<file path="src/tlvd_pkg.sv">
`default_nettype none

package tlvd_pkg;

    localparam int unsigned BYTE_W  = 8;
    localparam int unsigned LEN_W   = 32;
    localparam int unsigned KIND_W  = 3;
    localparam int unsigned TAG_W   = 8;
    localparam int unsigned LSEEN_W = 2;

    localparam logic [LEN_W-1:0] MAX_PAYLOAD_RST = 32'd67108864;

    typedef enum logic [KIND_W-1:0] {
        KIND_TAGLEN  = 3'd0,
        KIND_TAG     = 3'd1,
        KIND_LEN     = 3'd2,
        KIND_PAYLOAD = 3'd3,
        KIND_DISCARD = 3'd4
    } kind_t;

    typedef struct packed {
        logic [BYTE_W-1:0] data;
        kind_t             kind;
        logic              frame_end;
        logic              length_error;
        logic [LEN_W-1:0]  payload_length;
    } result_t;

endpackage

`default_nettype wire

</file>
<file path="src/tlv_frame_deframer.sv">
// Tag/length/value deframer: classifies every byte of a framed stream.
//
// Input channel in_valid/in_ready carries data_byte, one byte per transfer.
// Output channel out_valid/out_ready carries one result per input byte:
// byte_out, byte_kind, frame_end, length_error and payload_length.
// Config channel cfg_valid/cfg_ready writes max_payload; cfg_ready is
// always high. Write it only while no byte is in flight.
//
// A byte passes through the input register, then the classifier feeding
// the result register, which drives out_valid. One byte per cycle is
// sustained while out_ready is high, bounded by the single frame state
// update per byte.
//
// Reset clears both stages and the frame state, and sets max_payload to
// 64 MiB. A length above max_payload flags length_error and every later
// byte is marked discarded until the next reset.
// When the receiver stalls the result register holds, the input register
// fills, and in_ready drops once both are occupied.
`default_nettype none

module tlv_frame_deframer (
    input  wire logic                        clk,
    input  wire logic                        rst_n,
    input  wire logic                        in_valid,
    output logic                             in_ready,
    input  wire logic [tlvd_pkg::BYTE_W-1:0] data_byte,
    output logic                             out_valid,
    input  wire logic                        out_ready,
    output logic [tlvd_pkg::BYTE_W-1:0]      byte_out,
    output logic [tlvd_pkg::KIND_W-1:0]      byte_kind,
    output logic                             frame_end,
    output logic                             length_error,
    output logic [tlvd_pkg::LEN_W-1:0]       payload_length,
    input  wire logic                        cfg_valid,
    output logic                             cfg_ready,
    input  wire logic [tlvd_pkg::LEN_W-1:0]  max_payload
);
    import tlvd_pkg::*;

    logic              held_valid;
    logic [BYTE_W-1:0] held_byte;
    logic              out_free;
    logic              advance;
    logic [LEN_W-1:0]  max_payload_reg;
    result_t           result;

    assign cfg_ready = 1'b1;
    assign advance   = held_valid && out_free;

    always_ff @(posedge clk or negedge rst_n)
    begin
        if (!rst_n)
        begin
            max_payload_reg <= MAX_PAYLOAD_RST;
        end
        else if (cfg_valid && cfg_ready)
        begin
            max_payload_reg <= max_payload;
        end
    end

    tlvd_in_stage u_in (
        .clk        (clk),
        .rst_n      (rst_n),
        .in_valid   (in_valid),
        .in_ready   (in_ready),
        .data_byte  (data_byte),
        .advance    (advance),
        .held_valid (held_valid),
        .held_byte  (held_byte)
    );

    tlvd_classify u_classify (
        .clk         (clk),
        .rst_n       (rst_n),
        .advance     (advance),
        .held_byte   (held_byte),
        .max_payload (max_payload_reg),
        .result      (result)
    );

    tlvd_out_stage u_out (
        .clk            (clk),
        .rst_n          (rst_n),
        .load           (advance),
        .result         (result),
        .free           (out_free),
        .out_valid      (out_valid),
        .out_ready      (out_ready),
        .byte_out       (byte_out),
        .byte_kind      (byte_kind),
        .frame_end      (frame_end),
        .length_error   (length_error),
        .payload_length (payload_length)
    );

    a_lerr_on_len: assert property (@(posedge clk) disable iff (!rst_n)
        out_valid && length_error |-> byte_kind == KIND_LEN && !frame_end)
        else $error("length_error on a byte that is not a length byte");

    a_fend_kind: assert property (@(posedge clk) disable iff (!rst_n)
        out_valid && frame_end |-> byte_kind == KIND_LEN || byte_kind == KIND_PAYLOAD)
        else $error("frame_end on a byte that cannot close a frame");

    a_plen_zero: assert property (@(posedge clk) disable iff (!rst_n)
        out_valid && (byte_kind == KIND_TAGLEN || byte_kind == KIND_TAG
                      || byte_kind == KIND_DISCARD) |-> payload_length == '0)
        else $error("payload_length set outside length or payload bytes");

    a_no_stall_drop: assert property (@(posedge clk) disable iff (!rst_n)
        held_valid && !out_free |=> held_valid)
        else $error("held byte lost while output stalled");

endmodule

`default_nettype wire

</file>
<file path="src/tlvd_in_stage.sv">
`default_nettype none

module tlvd_in_stage (
    input  wire logic                       clk,
    input  wire logic                       rst_n,
    input  wire logic                       in_valid,
    output logic                            in_ready,
    input  wire logic [tlvd_pkg::BYTE_W-1:0] data_byte,
    input  wire logic                       advance,
    output logic                            held_valid,
    output logic [tlvd_pkg::BYTE_W-1:0]     held_byte
);
    import tlvd_pkg::*;

    logic              valid_reg;
    logic              valid_next;
    logic [BYTE_W-1:0] byte_reg;

    // take a new byte when empty or when the held one moves on this cycle
    assign in_ready   = !valid_reg || advance;
    assign valid_next = (in_valid && in_ready) || (valid_reg && !advance);

    always_ff @(posedge clk or negedge rst_n)
    begin
        if (!rst_n)
        begin
            valid_reg <= 1'b0;
        end
        else
        begin
            valid_reg <= valid_next;
        end
    end

    always_ff @(posedge clk)
    begin
        if (in_valid && in_ready)
        begin
            byte_reg <= data_byte;
        end
    end

    assign held_valid = valid_reg;
    assign held_byte  = byte_reg;

endmodule

`default_nettype wire

</file>
<file path="src/tlvd_classify.sv">
`default_nettype none

module tlvd_classify (
    input  wire logic                        clk,
    input  wire logic                        rst_n,
    input  wire logic                        advance,
    input  wire logic [tlvd_pkg::BYTE_W-1:0] held_byte,
    input  wire logic [tlvd_pkg::LEN_W-1:0]  max_payload,
    output tlvd_pkg::result_t                result
);
    import tlvd_pkg::*;

    typedef enum logic [2:0] {
        PH_TAGLEN,
        PH_TAG,
        PH_LEN,
        PH_PAYLOAD,
        PH_DISCARD
    } phase_t;

    phase_t               phase_reg;
    phase_t               phase_next;
    logic [TAG_W-1:0]     tag_left_reg;
    logic [TAG_W-1:0]     tag_left_next;
    logic [LSEEN_W-1:0]   len_seen_reg;
    logic [LSEEN_W-1:0]   len_seen_next;
    logic [LEN_W-1:0]     len_acc_reg;
    logic [LEN_W-1:0]     len_acc_next;
    logic [LEN_W-1:0]     pay_left_reg;
    logic [LEN_W-1:0]     pay_left_next;
    logic [LEN_W-1:0]     acc_shift;

    assign acc_shift = {len_acc_reg[LEN_W-BYTE_W-1:0], held_byte};

    always_comb
    begin
        phase_next            = phase_reg;
        tag_left_next         = tag_left_reg;
        len_seen_next         = len_seen_reg;
        len_acc_next          = len_acc_reg;
        pay_left_next         = pay_left_reg;
        result.data           = held_byte;
        result.kind           = KIND_DISCARD;
        result.frame_end      = 1'b0;
        result.length_error   = 1'b0;
        result.payload_length = '0;

        case (phase_reg)
            PH_TAGLEN:
            begin
                result.kind   = KIND_TAGLEN;
                tag_left_next = held_byte;
                len_seen_next = '0;
                len_acc_next  = '0;
                pay_left_next = '0;
                phase_next    = (held_byte != '0) ? PH_TAG : PH_LEN;
            end
            PH_TAG:
            begin
                result.kind   = KIND_TAG;
                tag_left_next = tag_left_reg - 1'b1;
                if (tag_left_reg == TAG_W'(1))
                begin
                    phase_next = PH_LEN;
                end
            end
            PH_LEN:
            begin
                result.kind  = KIND_LEN;
                len_acc_next = acc_shift;
                if (len_seen_reg == '1)
                begin
                    len_seen_next         = '0;
                    result.payload_length = acc_shift;
                    if (acc_shift > max_payload)
                    begin
                        // sticky until reset
                        result.length_error = 1'b1;
                        phase_next          = PH_DISCARD;
                    end
                    else if (acc_shift == '0)
                    begin
                        result.frame_end = 1'b1;
                        phase_next       = PH_TAGLEN;
                    end
                    else
                    begin
                        pay_left_next = acc_shift;
                        phase_next    = PH_PAYLOAD;
                    end
                end
                else
                begin
                    len_seen_next = len_seen_reg + 1'b1;
                end
            end
            PH_PAYLOAD:
            begin
                result.kind           = KIND_PAYLOAD;
                result.payload_length = len_acc_reg;
                pay_left_next         = pay_left_reg - 1'b1;
                if (pay_left_reg == LEN_W'(1))
                begin
                    result.frame_end = 1'b1;
                    phase_next       = PH_TAGLEN;
                end
            end
            default:
            begin
                phase_next = PH_DISCARD;
            end
        endcase
    end

    always_ff @(posedge clk or negedge rst_n)
    begin
        if (!rst_n)
        begin
            phase_reg    <= PH_TAGLEN;
            tag_left_reg <= '0;
            len_seen_reg <= '0;
            len_acc_reg  <= '0;
            pay_left_reg <= '0;
        end
        else if (advance)
        begin
            phase_reg    <= phase_next;
            tag_left_reg <= tag_left_next;
            len_seen_reg <= len_seen_next;
            len_acc_reg  <= len_acc_next;
            pay_left_reg <= pay_left_next;
        end
    end

endmodule

`default_nettype wire

</file>
<file path="src/tlvd_out_stage.sv">
`default_nettype none

module tlvd_out_stage (
    input  wire logic                        clk,
    input  wire logic                        rst_n,
    input  wire logic                        load,
    input  wire tlvd_pkg::result_t           result,
    output logic                             free,
    output logic                             out_valid,
    input  wire logic                        out_ready,
    output logic [tlvd_pkg::BYTE_W-1:0]      byte_out,
    output logic [tlvd_pkg::KIND_W-1:0]      byte_kind,
    output logic                             frame_end,
    output logic                             length_error,
    output logic [tlvd_pkg::LEN_W-1:0]       payload_length
);
    import tlvd_pkg::*;

    logic    valid_reg;
    logic    valid_next;
    result_t res_reg;

    // free when empty or when the current result is taken this cycle
    assign free       = !valid_reg || out_ready;
    assign valid_next = load || (valid_reg && !out_ready);

    always_ff @(posedge clk or negedge rst_n)
    begin
        if (!rst_n)
        begin
            valid_reg <= 1'b0;
        end
        else
        begin
            valid_reg <= valid_next;
        end
    end

    always_ff @(posedge clk)
    begin
        if (load)
        begin
            res_reg <= result;
        end
    end

    assign out_valid      = valid_reg;
    assign byte_out       = res_reg.data;
    assign byte_kind      = res_reg.kind;
    assign frame_end      = res_reg.frame_end;
    assign length_error   = res_reg.length_error;
    assign payload_length = res_reg.payload_length;

endmodule

`default_nettype wire
</file>
<file path="config.mk">
export PLATFORM = sky130hd
export DESIGN_NAME = tlv_frame_deframer
export DESIGN_NICKNAME = d
export VERILOG_FILES = /design/src/tlvd_pkg.sv /design/src/tlv_frame_deframer.sv /design/src/tlvd_in_stage.sv /design/src/tlvd_classify.sv /design/src/tlvd_out_stage.sv
export SDC_FILE = /design/constraint.sdc
export NUM_CORES = 1
export LEC_CHECK = 0
export BUFFER_PORTS_ARGS = -buffer_cell sky130_fd_sc_hd__buf_4
export CORE_MARGIN = 2
export CORE_UTILIZATION = 59
export DETAILED_ROUTE_END_ITERATION = 8
export PLACE_DENSITY = 0.8
export SETUP_SLACK_MARGIN = 0.5
export SYNTH_ARGS = -nofsm -noshare
export SYNTH_HDL_FRONTEND = slang
export SYNTH_SLANG_ARGS = --single-unit
</file>
<file path="constraint.sdc">
create_clock -name clk -period 3.7 [get_ports clk]
set_clock_uncertainty 0.1 [all_clocks]
set_input_delay 0.37 -clock clk [delete_from_list [all_inputs] [get_ports clk]]
set_output_delay 0.37 -clock clk [all_outputs]
set_load 0.02 [all_outputs]
</file>
==> run summary <==
* **kind of critical path** reg2reg
* **worst hold path cell count** 1
* **pre-CTS setup slack** 0.661 ns
* **CTS tree** done
* **path type of the worst min-delay path** in2reg
* **proportion of layout cells with a drive suffix above 1** 0.179
* **share of async-settable or async-resettable flops after synthesis** 0.677
* **worst slew margin relative to its limit** 0.177
* **reg-to-reg endpoint** u_classify.phase_reg[0]$_DFFE_PN0P_
* **critical register-to-register path startpoint** u_in.held_byte[1]$_DFFE_PP_
* **total number of vias** 6691
* **flip-flop and latch count after synthesis** 164
* **overall power after layout** 7.91 mW
* **warnings from Yosys** 0
* **chip height** 121 µm
* **shortest clock period the worst path allows after layout** 3.02 ns
* **maximum number of pins on one net before global-route repair** 64
* **number of flops mapped to enable cells by yosys** 53
* **distinct cell type count of the synthesized netlist** 58
* **number of nets produced by synthesis** 840
* **Setup TNS** 0 ns
* **CTS Root Cell** clkbuf_16
* **Max VDD drop** 0.541 mV
* **number of pins exceeding their max-slew limit in the final report** 0
* **flip-flop cell with the highest count after synthesis** dfrtp_1
* **count of final setup violators** 0
* **sequential-to-total area share from yosys stat** 0.544
* **count of buffers inserted at the top-level ports** 91
* **total leakage power** 4.04 nW
* **number of cells on the worst reg-to-reg path** 8
* **number of design rule violations left after detail routing** 0
* **per-cell via count in the routed design** 6.53
* **GRT Overall Usage** 0.310
* **Boundary Pins** 93
* **startpoint kind of the worst setup timing path** flip-flop
* **number of hold violations in the final report** 0
* **number of CTS-inserted buffers** 17
* **highest net fanout along the worst path** 11
* **final standard cell utilization of the core** 0.710
* **wire length of the first global-routing pass** 34800 µm
* **post-synthesis average cell area** 10.6 µm²
* **largest incremental delay on the critical path** 0.57 ns
* **# fillers** 958
* **start point of the worst min-delay path** data_byte[1]
* **upper clock frequency limit** 331 MHz
* **antenna diode instance count** 0
* **Crit path arrival time** 3.22 ns
* **clock transition at the registers of the reported paths** 0.06 ns
* **final period utilization** 0.816
* **Top delay family on crit path** compound AO/OA/AOI/OAI gates
* **result of the run** complete, no violations
* **clock latency at the later pin of the worst-skew pair** 0.43 ns
* **routability cong.** 0.933
* **width of the die** 121 µm
* **full die area** 14600 µm²
* **power density cells** 838 nW/µm²
* **Critical Path Sink Type** flip-flop
* **Syn Inst Count** 758
* **Core ar.** 13300 µm²
* **combined area of the multi-input logic cells** 3370 µm²
* **number of setup buffers added after CTS** 0
* **instance area at placement** 8870 µm²
* **DRT antenna net count** 0
* **DP Wirelength** 14600 µm
* **vias in the first global route** 6503
* **sum of overflow across all layers after global routing** 0
* **detailed-route wire length** 21800 µm
* **maximum buffer depth of the clock tree** 2
* **reg2reg setup slack** 0.68 ns
* **slew at the pin with the worst max-slew slack** 1.23 ns
* **DRT iter0 DRCs** 776
* **worst-path cell with the longest stage delay** edfxtp_1
* **NumNets Final** 917
* **clock sinks** 164
* **area overhead of the layout relative to synthesis** 17.4%
* **detail-routed net length per standard cell** 21.3 µm
* **max-capacitance violation count** 0
* **sink of the worst hold path** u_in.held_byte[1]$_DFFE_PP_
* **fin worst setup slack** 0.682 ns
* **FF+latch area** 4370 µm²
* **detailed-routing iteration count for the pre-antenna-repair pass** 7
* **required time reported for the critical path endpoint** 3.90 ns
* **number of H-tree levels** 4
* **Netlist Area Pre-Place** 8040 µm²
* **cell-by-cell trace of the critical path** ha_1, nor2b_1, o211ai_1, a2111o_1, a31oi_1, or2_1, nor3_1, a221o_1
* **setup repair after global routing missed its margin** false
* **antenna violations before repair** 0
* **row cnt** 42
* **initial core utilization** 0.605
* **sum of buffers and inverters on the critical path** 0
* **Final Instance Area** 9440 µm²
through the flow:
stage               hold WS [ns]  std cells
global route              0.0108       1024
finish                    0.0152       1024
CTS                      0.00675       1024
detailed placement         0.337        991
floorplan                -0.0256        758
global placement           0.332        991
cell families (layout without fill, tap and decap cells):
kind of cell | Yosys count | in the layout | share of synthesized area
fa+ha+maj | 37 | 37 | 0.0576
compound gates | 253 | 253 | 0.218
mux | 3 | 3 | 0.00405
flops | 164 | 164 | 0.544
buf+inv | 85 | 175 | 0.0411
simple gates | 215 | 215 | 0.135
other cells | 1 | 1 | 0.000467
metal layers:
layer | share of wire | GRT usage | routed length [µm] | vias to the layer above
met4 | 0.024 | 0.111 | 521 | 0
met3 | 0.083 | 0.0604 | 1810 | 36
met5 | 0 | 0 | 0 | -
met1 | 0.41 | 0.424 | 8830 | 3267
li1 | - | - | - | 3009
met2 | 0.49 | 0.498 | 10600 | 379
report_power, final:
part / leakage, nW / internal, mW / switching, mW
logic: 1.82 / 1.20 / 2.02
registers: 1.95 / 2.37 / 0.693
clock network: 0.267 / 0.937 / 0.692
cells in the mapped netlist, types with 2 or more instances:
| master | count | share of area |
|---|---|---|
| nand2b_1 | 10 | 0.0078 |
| a32o_1 | 2 | 0.0025 |
| o211ai_1 | 6 | 0.0056 |
| or4_1 | 4 | 0.0037 |
| nand3_1 | 26 | 0.016 |
| a31o_2 | 3 | 0.0033 |
| o21ai_0 | 63 | 0.039 |
| and2_1 | 4 | 0.0031 |
| or2_1 | 2 | 0.0016 |
| nor2b_1 | 3 | 0.0023 |
| nor3_1 | 31 | 0.019 |
| o21ai_1 | 2 | 0.0012 |
| a221o_1 | 2 | 0.0025 |
| clkbuf_1 | 38 | 0.018 |
| a32oi_1 | 5 | 0.0054 |
| o41ai_1 | 2 | 0.0022 |
| a22o_1 | 63 | 0.069 |
| nor2_1 | 31 | 0.014 |
| a22oi_1 | 11 | 0.010 |
| a31oi_1 | 2 | 0.0016 |
| o2bb2ai_1 | 23 | 0.025 |
| nand4_1 | 10 | 0.0078 |
| nand3b_1 | 2 | 0.0019 |
| or3_1 | 5 | 0.0039 |
| nor3_2 | 2 | 0.0025 |
| nand2_1 | 63 | 0.029 |
| nor4_1 | 13 | 0.010 |
| buf_2 | 6 | 0.0037 |
| dfrtp_1 | 110 | 0.34 |
| edfxtp_1 | 53 | 0.20 |
| o22ai_1 | 9 | 0.0070 |
| a221oi_1 | 2 | 0.0022 |
| ha_1 | 37 | 0.058 |
| a21oi_1 | 47 | 0.029 |
| o31ai_1 | 5 | 0.0047 |
| inv_1 | 39 | 0.018 |
layout make-up:
cell class | count | area share
Sequential cell | 164 | 0.463
Multi-Input combinational cell | 509 | 0.357
Timing Repair Buffer | 103 | 0.0835
Clock buffer | 22 | 0.0481
Tap cell | 176 | 0.0233
Inverter | 40 | 0.0159
Clock inverter | 10 | 0.00902
what timing repair did:
| action | in CTS | in global routing |
|---|---|---|
| endpoints found under the setup margin | 0 | 23 |
| resized for setup | 0 | 3 |
| hold endpoints to repair | 47 | 0 |
| hold buffers | 1 | 0 |
placed cells by master, fill, tap and decap left out, types with 3 or more instances in the layout:
master	instances
a21oi_1	47
a22o_1	63
a22oi_1	11
a31o_2	3
a32oi_1	5
and2_1	4
buf_4	101
clkbuf_1	4
clkbuf_16	17
clkinv_2	6
dfrtp_1	109
edfxtp_1	53
ha_1	37
inv_1	38
nand2_1	63
nand2b_1	10
nand3_1	26
nand4_1	10
nor2_1	29
nor2_2	3
nor2b_1	3
nor3_1	31
nor4_1	11
o211ai_1	6
o21ai_0	63
o22ai_1	9
o2bb2ai_1	23
o31ai_1	5
or3_1	5
or4_1	4
how the worst max path moves through the flow:
stage	depth (start not counted)	startpoint	to	slack, ns
final	8	u_in.held_byte[1]$_DFFE_PP_	u_classify.phase_reg[0]$_DFFE_PN0P_	0.68
after global placement	8	u_classify.len_acc_reg[22]$_DFFE_PN0P_	u_classify.phase_reg[0]$_DFFE_PN0P_	0.80
after CTS	8	u_classify.len_acc_reg[22]$_DFFE_PN0P_	u_classify.phase_reg[0]$_DFFE_PN0P_	0.66
after global routing	10	u_classify.len_acc_reg[22]$_DFFE_PN0P_	u_classify.pay_left_reg[19]$_DFFE_PN0P_	0.52
after floorplan	7	u_out.out_valid$_DFF_PN0_	u_classify.phase_reg[0]$_DFFE_PN0P_	0.81
after detailed placement	8	u_classify.len_acc_reg[22]$_DFFE_PN0P_	u_classify.phase_reg[0]$_DFFE_PN0P_	0.66
Note: power is estimated with default switching activity, not from simulation.
